File: config.mk
export PLATFORM = sky130hd
export DESIGN_NAME = fifo_thread_scheduler
export DESIGN_NICKNAME = d
export VERILOG_FILES = /design/src/design/fts_pkg.sv /design/src/design/fifo_thread_scheduler.sv /design/src/design/fts_queue_cell.sv /design/src/design/fts_ready_queue.sv
export SDC_FILE = /design/constraint.sdc
export NUM_CORES = 1
export LEC_CHECK = 0
export BUFFER_PORTS_ARGS = -buffer_cell sky130_fd_sc_hd__buf_2
export CORE_MARGIN = 4
export CORE_UTILIZATION = 65
export DETAILED_ROUTE_END_ITERATION = 12
export PLACE_DENSITY_LB_ADDON = 0.05
export RECOVER_POWER = 100
export SLEW_MARGIN = 20
export SYNTH_ARGS = -nofsm -noshare
export SYNTH_HDL_FRONTEND = slang
export SYNTH_SLANG_ARGS = --single-unit
File: constraint.sdc
create_clock -name clk -period 3.6 [get_ports clk]
set_clock_uncertainty 0.1 [all_clocks]
set_input_delay 0.72 -clock clk [delete_from_list [all_inputs] [get_ports clk]]
set_output_delay 0.72 -clock clk [all_outputs]
set_load 0.02 [all_outputs]
File: src/design/fts_pkg.sv
// shared types and codes for the fifo thread scheduler
`default_nettype none
package fts_pkg;

  // event codes
  localparam logic [2:0] FN_START   = 3'd0;
  localparam logic [2:0] FN_READY   = 3'd1;
  localparam logic [2:0] FN_PREEMPT = 3'd2;
  localparam logic [2:0] FN_WAIT    = 3'd3;
  localparam logic [2:0] FN_SCHED   = 3'd4;

  // status codes
  localparam logic [1:0] ST_OK    = 2'd0;
  localparam logic [1:0] ST_BAD   = 2'd1;
  localparam logic [1:0] ST_EMPTY = 2'd2;
  localparam logic [1:0] ST_FULL  = 2'd3;

  // input transaction
  typedef struct packed {
    logic [2:0] func;
    logic [7:0] thread_id;
  } in_item_t;

  // result transaction
  typedef struct packed {
    logic [1:0] status;
    logic [7:0] next_thread;
    logic       next_valid;
  } out_item_t;

  // queue control from the event decoder
  typedef struct packed {
    logic push;
    logic pop;
  } q_ctrl_t;

  // queue status back to the event decoder
  typedef struct packed {
    logic empty;
    logic full;
  } q_stat_t;

endpackage
`default_nettype wire

File: src/design/fifo_thread_scheduler.sv
// top level of the fifo thread scheduler: thread table, event decoder and ready queue
`default_nettype none
// One event is taken in every clock cycle: busy is always low, and the result of
// an event accepted at one edge is shown with out_strobe high for the single
// following cycle, so there is no stall on either side. Each event needs one update
// of the per-thread used flags and one shift or fill of the ready queue cell row,
// both registered at the same edge as the result. The queue needs no clearing after
// reset; the thread table is cleared at once by reset. The receiver must take
// every result in the cycle it is shown.
module fifo_thread_scheduler #(
  parameter int THREAD_COUNT = 16,
  parameter int QUEUE_DEPTH  = 32
) (
  input  wire logic              clk,
  input  wire logic              rst_n,
  input  wire logic              start,
  output logic                   busy,
  input  wire fts_pkg::in_item_t in_item,
  output logic                   out_strobe,
  output fts_pkg::out_item_t     out_item
);
  import fts_pkg::*;

  localparam int ID_W = $clog2(THREAD_COUNT);

  // only the unused state is observable, so each thread keeps one used flag
  logic [THREAD_COUNT-1:0] thread_used_r;
  logic [THREAD_COUNT-1:0] thread_used_nxt;
  logic                    out_strobe_r;
  out_item_t               out_item_r;
  out_item_t               out_item_nxt;

  q_ctrl_t          q_ctrl;
  q_stat_t          q_stat;
  logic [ID_W-1:0]  head_id;
  logic [ID_W-1:0]  id_idx;
  logic             id_ok;
  logic             accept;

  assign busy   = 1'b0;
  assign accept = start && !busy;
  assign id_ok  = {1'b0, in_item.thread_id} < 9'(THREAD_COUNT);
  assign id_idx = in_item.thread_id[ID_W-1:0];

  // event decode
  always_comb begin
    thread_used_nxt          = thread_used_r;
    q_ctrl                   = '0;
    out_item_nxt.status      = ST_OK;
    out_item_nxt.next_thread = '0;
    out_item_nxt.next_valid  = 1'b0;
    if (accept) begin
      case (in_item.func)
        FN_START: begin
          if (!id_ok || thread_used_r[id_idx]) begin
            out_item_nxt.status = ST_BAD;
          end else begin
            thread_used_nxt[id_idx] = 1'b1;
          end
        end
        FN_READY, FN_PREEMPT: begin
          if (!id_ok) begin
            out_item_nxt.status = ST_BAD;
          end else begin
            thread_used_nxt[id_idx] = 1'b1;
            if (q_stat.full) begin
              out_item_nxt.status = ST_FULL;
            end else begin
              q_ctrl.push = 1'b1;
            end
          end
        end
        FN_WAIT: begin
          if (!id_ok) begin
            out_item_nxt.status = ST_BAD;
          end else begin
            thread_used_nxt[id_idx] = 1'b1;
          end
        end
        FN_SCHED: begin
          if (q_stat.empty) begin
            out_item_nxt.status = ST_EMPTY;
          end else begin
            q_ctrl.pop               = 1'b1;
            out_item_nxt.next_thread = 8'(head_id);
            out_item_nxt.next_valid  = 1'b1;
          end
        end
        default: begin
          out_item_nxt.status = ST_BAD;
        end
      endcase
    end
  end

  // ready queue
  fts_ready_queue #(
    .QUEUE_DEPTH(QUEUE_DEPTH),
    .ID_W       (ID_W)
  ) u_queue (
    .clk     (clk),
    .rst_n   (rst_n),
    .ctrl    (q_ctrl),
    .push_id (id_idx),
    .stat    (q_stat),
    .head_id (head_id)
  );

  // table and result registers
  always_ff @(posedge clk) begin
    if (!rst_n) begin
      thread_used_r <= '0;
      out_strobe_r  <= 1'b0;
    end else begin
      thread_used_r <= thread_used_nxt;
      out_strobe_r  <= accept;
    end
  end

  always_ff @(posedge clk) begin
    out_item_r <= out_item_nxt;
  end

  assign out_strobe = out_strobe_r;
  assign out_item   = out_item_r;

  // checks
  a_one_result: assert property (@(posedge clk) disable iff (!rst_n)
    accept |=> out_strobe)
    else $error("accepted transaction gave no result");
  a_valid_ok: assert property (@(posedge clk) disable iff (!rst_n)
    out_strobe && out_item.next_valid |-> out_item.status == ST_OK)
    else $error("scheduled thread with failing status");
  a_empty_sched: assert property (@(posedge clk) disable iff (!rst_n)
    accept && in_item.func == FN_SCHED && q_stat.empty
      |=> out_item.status == ST_EMPTY && !out_item.next_valid)
    else $error("schedule on empty queue not reported");

endmodule
`default_nettype wire

File: src/design/fts_queue_cell.sv
// one slot of the shifting ready queue
`default_nettype none
module fts_queue_cell #(
  parameter int ID_W = 4
) (
  input  wire logic            clk,
  input  wire logic            pop,
  input  wire logic            load,
  input  wire logic [ID_W-1:0] load_data,
  input  wire logic [ID_W-1:0] next_data,
  output logic      [ID_W-1:0] data
);

  logic [ID_W-1:0] data_r;
  logic [ID_W-1:0] data_nxt;

  // pop moves the neighbour's id one place towards the head, push fills the free slot
  always_comb begin
    data_nxt = data_r;
    if (pop) begin
      data_nxt = next_data;
    end else if (load) begin
      data_nxt = load_data;
    end
  end

  always_ff @(posedge clk) begin
    data_r <= data_nxt;
  end

  assign data = data_r;

endmodule
`default_nettype wire

File: src/design/fts_ready_queue.sv
// ready queue built as a row of shifting cells with a fill count
`default_nettype none
module fts_ready_queue #(
  parameter int QUEUE_DEPTH = 32,
  parameter int ID_W        = 4
) (
  input  wire logic             clk,
  input  wire logic             rst_n,
  input  wire fts_pkg::q_ctrl_t ctrl,
  input  wire logic [ID_W-1:0]  push_id,
  output fts_pkg::q_stat_t      stat,
  output logic      [ID_W-1:0]  head_id
);
  import fts_pkg::*;

  localparam int CNT_W = $clog2(QUEUE_DEPTH + 1);

  logic [CNT_W-1:0] count_r;
  logic [CNT_W-1:0] count_nxt;
  logic [ID_W-1:0]  cell_data [QUEUE_DEPTH];

  // fill count: cell 0 is the head, cell count_r the next free slot
  always_comb begin
    count_nxt = count_r;
    if (ctrl.push) begin
      count_nxt = count_r + CNT_W'(1);
    end else if (ctrl.pop) begin
      count_nxt = count_r - CNT_W'(1);
    end
  end

  always_ff @(posedge clk) begin
    if (!rst_n) begin
      count_r <= '0;
    end else begin
      count_r <= count_nxt;
    end
  end

  // row of cells, each fed by its neighbour nearer the tail
  for (genvar i = 0; i < QUEUE_DEPTH; i++) begin : g_cell
    logic [ID_W-1:0] nb_data;
    if (i == QUEUE_DEPTH - 1) begin : g_last
      assign nb_data = '0;
    end else begin : g_mid
      assign nb_data = cell_data[i+1];
    end
    fts_queue_cell #(
      .ID_W(ID_W)
    ) u_cell (
      .clk       (clk),
      .pop       (ctrl.pop),
      .load      (ctrl.push && (count_r == CNT_W'(i))),
      .load_data (push_id),
      .next_data (nb_data),
      .data      (cell_data[i])
    );
  end

  assign stat.empty = (count_r == '0);
  assign stat.full  = (count_r == CNT_W'(QUEUE_DEPTH));
  assign head_id    = cell_data[0];

  // checks
  a_count_bound: assert property (@(posedge clk) disable iff (!rst_n)
    count_r <= CNT_W'(QUEUE_DEPTH))
    else $error("ready queue count beyond depth");
  a_no_push_full: assert property (@(posedge clk) disable iff (!rst_n)
    ctrl.push |-> !stat.full && !ctrl.pop)
    else $error("push into full queue or together with pop");
  a_no_pop_empty: assert property (@(posedge clk) disable iff (!rst_n)
    ctrl.pop |-> !stat.empty)
    else $error("pop from empty queue");

endmodule
`default_nettype wire
# ---- Word level (Yosys, flattened, before mapping)
# Cells that the tools add are included.
# W data, S select, Z words.
dict set report word_totals {
  romBits 0
  wordCells 244
  register_bits 162
  in_bits 14
  mem_count 0
  latch_bits 0
  ram_bits 0
  out_inout_bits 13
}
dict set report op_classes {
  addsub 2
  n_lt_le_gt_ge 3
  bitwise 3
  muxes 84
  n_shift 0
  div_mod_pow 0
  n_eq_ne 38
  multipliers 0
  reduce_logical 75
}
# operator count
set ops {}
lappend ops {{$mux W4} 62}
lappend ops {{$eq A6 B5 Y1 const B} 16}
lappend ops {{$reduce_bool A2 Y1} 33}
lappend ops {{$eq A6 B4 Y1 const B} 8}
lappend ops {{$logic_and A1 B1 Y1} 33}
lappend ops {{$mux W16} 2}
lappend ops {{$pmux W16 S2} 1}
lappend ops {{$eq A6 B3 Y1 const B} 4}
lappend ops {{$or A16 B16 Y16} 1}
lappend ops {{$eq A6 B2 Y1 const B} 2}
lappend ops {{$mux W6} 2}
lappend ops {{$mux W1} 10}
lappend ops {{$lt A8 B5 Y1 const B} 1}
lappend ops {{$mux W2} 4}
lappend ops {{$pmux W2 S4} 1}
lappend ops {{$add A6 B1 Y6 const B} 1}
lappend ops {{$eq A3 B2 Y1 const B} 2}
lappend ops {{$eq A6 B1 Y1 const B} 1}
lappend ops {{$eq A6 B6 Y1 const B} 1}
lappend ops {{$logic_not A6 Y1} 1}
lappend ops {{$reduce_or A3 Y1} 2}
lappend ops {{$sub A6 B1 Y6 const B} 1}
lappend ops {{$lt A4 B5 Y1 const B} 1}
lappend ops {{$bmux W1 S4} 1}
lappend ops {{13 further kinds} 14}

# ---- Longest topological paths before layout
dict set report logic_depth {
  word_depth 8
  depth_mapped 8
  depth_no_buf 7
}

# ---- Hierarchy
# A second synthesis with hierarchy kept.
dict set report unflattened {
  hier_cells 508
  hier_area_um2 7313.3
}
# module area_per_inst_um2 instances cells_per_inst
set modules_own_cells {}
lappend modules_own_cells {fts_queue_cell 171.4 32 9}
lappend modules_own_cells {fifo_thread_scheduler 1163.6 1 122}
lappend modules_own_cells {fts_ready_queue 664.4 1 98}

# ---- Least setup slack after synthesis
# OpenSTA, ideal clock, no wires.
dict set report synth_timing {
  path_type {in2reg}
  from {input in_item[4] in the netlist's numbering}
  to {register u_queue.g_cell[28].u_cell.data_r[0] (enable)}
  setup_ns 0.361
  slack_ns 0.985
  stages 4
  arrival_time_ns 2.154
  required_time_ns 3.139
  path_cell_list {or4_4 > nor4_4 > nand2_1 > o21ai_0}
}
dict set report synth_between {
  elab_chain_len 6
}
# element line_no
set synth_rtl {}
lappend synth_rtl {{from (decl)} fifo_thread_scheduler.sv:18} ;# input wire fts_pkg::in_item_t in_item,
lappend synth_rtl {{$lt A8 B5 Y1} fifo_thread_scheduler.sv:42} ;# assign id_ok = {1'b0, in_item.thread_id} < 9'(THREAD_COUNT);
lappend synth_rtl {{$mux W1} fifo_thread_scheduler.sv:62} ;# if (!id_ok) begin
lappend synth_rtl {{$mux W1} fifo_thread_scheduler.sv:53} ;# case (in_item.func)
lappend synth_rtl {{$mux W2} fifo_thread_scheduler.sv:52} ;# if (accept) begin
lappend synth_rtl {{$logic_and A1 B1 Y1} fts_ready_queue.sv:53} ;# .load (ctrl.push && (count_r == CNT_W'(i))),
lappend synth_rtl {{$reduce_bool A2 Y1 (no line)} -}
lappend synth_rtl {{to (signal assigned)} fts_queue_cell.sv:28} ;# data_r <= data_nxt;
lappend synth_rtl {{to (decl)} fts_queue_cell.sv:14} ;# logic [ID_W-1:0] data_r;
# Every way passes these cells.
# A chain may end at the register's enable or synchronous reset.

# ---- Worst setup path after layout
dict set report layout_timing {
  from {input in_item[4] in the netlist's numbering}
  to {register u_queue.g_cell[17].u_cell.data_r[1] (enable)}
}
dict set report layout_between {
  elab_chain_len 6
}
# element line_no
set layout_rtl {}
lappend layout_rtl {{$lt A8 B5 Y1} fifo_thread_scheduler.sv:42}
lappend layout_rtl {{$mux W1} fifo_thread_scheduler.sv:62}
lappend layout_rtl {{$mux W1} fifo_thread_scheduler.sv:53}
lappend layout_rtl {{$mux W2} fifo_thread_scheduler.sv:52}
lappend layout_rtl {{$logic_and A1 B1 Y1} fts_ready_queue.sv:53}
lappend layout_rtl {{$reduce_bool A2 Y1 (no line)} -}
lappend layout_rtl {{to (signal assigned)} fts_queue_cell.sv:28}
lappend layout_rtl {{to (decl)} fts_queue_cell.sv:14}
# Every way passes these cells.

==> qor.csv <==
stage,metric,value,unit
power,p_sw_frac,0.1908,
routing,wl_per_cell,17.98,um
routing,drcViolationCount,0,
place,hpwl,7907,um
sta,fin_crit_sh,0.8440,
layout,ff_latch_area,4404,um2
power,p_comb_frac,0.040,
place,portBuffers,21,
sta,rsz0062_at_grt,false,
sta,slew_viol_final,0,
setup_path,crit_arrival,3100,ps
floorplanning,core_area,10370,um2
status,status,"finished, final reports clean",
synth,yosysWarnings,0,
setup_path,endpoint_kind,flop,
layout,multi_input_area,2198,um2
synth,synthTopCellsByArea,"edfxtp_1 (54%), a21o_1 (15%), dfxtp_1 (9.8%), nand2_1 (2.2%), buf_4 (1.8%)",
clock_network,postCtsResizedCells,0,
grt,grt_max_degree,98,
power,intPower,3.181,mW
power,ir_drop,0.0004395,V
power,power_frac_clock,0.458,
power,p_sw,0.7501,mW
routing,vias_per_cell,6.010,
clock_network,cts_buffers,17,
synth,synth_flop_cell,edfxtp_1,
clock_network,cts.path.max_buffers,2,
worst_hold_path,hp-class,flop to flop,
layout,drive_above_1_share,0.09877,
clock_network,post_cts_buffers,0,
grt,grt_pass1_vias,4108,
power,finalPower,3.931,mW
sta,hold_viol,0,
flow_run,maxCapViolations,0,
floorplanning,initial_core_util,0.6682,
layout,nets,573,
setup_path,cp-start-kind,input port,
layout,utilization,0.7335,
layout,diodes,0,
clock_network,cts_tree,built,
sta,tightest_slew,1435,ps
floorplanning,rows,37,
synth,yosys_register_bits,158,
synth,synth_cell_types,51,
routing,drtPass1Iterations,7,
setup_path,path_class,input port to flop,
clock_network,clk_latency,530,ps
layout,syn_to_final_growth,9.769,%
power,power_frac_seq,0.501,
grt,grt-ovfl-total,0,
synth,syn_inst,545,
power,p_per_area,516.9,nW/um2
clock_network,clk_pin_slew,60,ps
sta,max_freq,329.1,MHz
power,leakage,3.245,nW
synth,syn_area,6929,um2
clock_network,ctsHoldBuffers,0,
sta,slew_headroom,0.04309,
grt,grt_pass1_wl,21170,um
synth,synth_top_area_share,0.5374,
routing,wirelength,12640,um
setup_path,cp_max_fo,5,
grt,grt_usage,0.2169,
routing,vias,4225,
routing,drt-initial-drc-count,363,
clock_network,cts_max_level,4,
sta,layout_min_cycle_time,3038,ps
place,gp_congestion,0.8304,
setup_path,critPathRequiredTime,3660,ps
layout,fillers,723,
synth,synth-edff-count,124,
floorplanning,die-area,12380,um2
sta,setup-violations-final,0,
clock_network,clockRootBuffer,clkbuf_8,
floorplanning,fp.dieH,111.3,um
routing,ant_nets,0,
synth,async_flop_share,0,
synth,ys_seq_area_frac,0.6356,
synth,synth_top_area_cell,edfxtp_1,
sta,setup_tns,0,ps
floorplanning,die_w,111.3,um
grt,grt_antenna_before_repair,0,
clock_network,numClockSinks,158,
floorplanning,io_pins,27,
synth,avgSynthCellArea,12.71,um2
==> path summary, 6_finish.rpt <==
path	from	depth (start not counted)	to	slack, ps
max	in_item[4]	5	u_queue.g_cell[17].u_cell.data[1]$_DFFE_PP_	560
min reg2reg	u_queue.g_cell[0].u_cell.data[0]$_DFFE_PP_	1	out_item[1]$_SDFF_PP0_	350
max reg2reg	u_queue.count_r[0]$_SDFFE_PN0P_	6	u_queue.g_cell[9].u_cell.data[1]$_DFFE_PP_	600
min	u_queue.g_cell[0].u_cell.data[0]$_DFFE_PP_	1	out_item[1]$_SDFF_PP0_	350
==> power groups by stage <==
stage | logic [mW] | registers (mW) | clock network, mW
after floorplan | 0.122 | 2.01 | 0
after global placement | 0.156 | 2.01 | 0
after detailed placement | 0.161 | 2.01 | 0
after CTS | 0.163 | 1.97 | 1.84
after global routing | 0.176 | 1.97 | 1.92
final | 0.158 | 1.97 | 1.80
==> synthesized netlist by cell type, drive strengths merged (4+ instances only) <==
library cell and number:
ha 5, nand2 41, nor2b 5, and2 16, mux2i 6, nor3 6, clkbuf 12, nand3 5
nand4 13, mux2 4, buf 40, a21o 139, xnor2 5, inv 5, edfxtp 124, and3 4
dfxtp 34, o21ai 36, nand2b 4, nor2 13
==> metrics by stage <==
stage | hold slack [ps] | instance area [um2] | worst slack, ps | std cells
2_1_floorplan | 319.6 | 6944 | 984.5 | 549
3_3_place_gp | 329.9 | 7091 | 658.4 | 671
3_5_place_dp | 335.8 | 7091 | 546.4 | 671
4_1_cts | 345.6 | 7695 | 862.1 | 703
5_1_grt | 367.9 | 7606 | 343.0 | 703
6_report | 347.2 | 7606 | 561.5 | 703
==> area by class of cell <==
| cell class | instances | share of cell area |
|---|---|---|
| clock buffers | 26 | 0.06547 |
| clock inverters | 6 | 0.01398 |
| inverters | 5 | 0.002797 |
| multi-input cells | 333 | 0.2890 |
| flip-flops and latches | 158 | 0.5790 |
| well taps | 136 | 0.02237 |
| repair buffers | 39 | 0.02731 |
==> sequential cells by signal, indices dropped and copies added, names as in the netlist <==
signal                      flops
u_queue.count_r                 6
out_item                        7
out_strobe                      1
u_queue.g_cell.u_cell.data    128
thread_used_r                  16
==> placed cells by master, fill, tap and decap left out, types with 6 or more instances in the layout <==
cell type and n:
o21ai_0 35, buf_2 12, clkbuf_8 6, and2_1 8, and2_0 8, clkbuf_1 24
dfxtp_1 34, nand2_1 40, a21o_1 139, clkbuf_16 16, nand4_1 13, edfxtp_1 124
nor2_1 12, mux2i_1 6
==> cells by family (layout without fill, tap and decap cells) <==
kind of cell             count (synthesis)  in the layout  synth area share
AO/OA/AOI/OAI                          189            189            0.1925
XOR/XNOR                                 5              5          0.006320
adder cells (fa/ha/maj)                  6              6           0.01047
buffers and inverters                   58             76           0.04659
flip-flops                             158            158            0.6356
multiplexers                            10             10           0.01517
other                                    1              5         0.0005412
AND/OR/NAND/NOR                        118            118           0.09281
==> layer usage <==
layer,track usage,vias to the layer above,routed length [um]
li1,-,2012,-
met1,0.3072,2055,5855
met2,0.3245,141,5831
met3,0.05513,17,734
met4,0.08435,0,221
met5,0,-,0
==> critical path: stages <==
cell and delay (ps):
buf_2 90, or4_1 680, nor4_1 810, nand2_1 220, o21ai_0 580
Note: power is estimated with default switching activity, not from simulation.
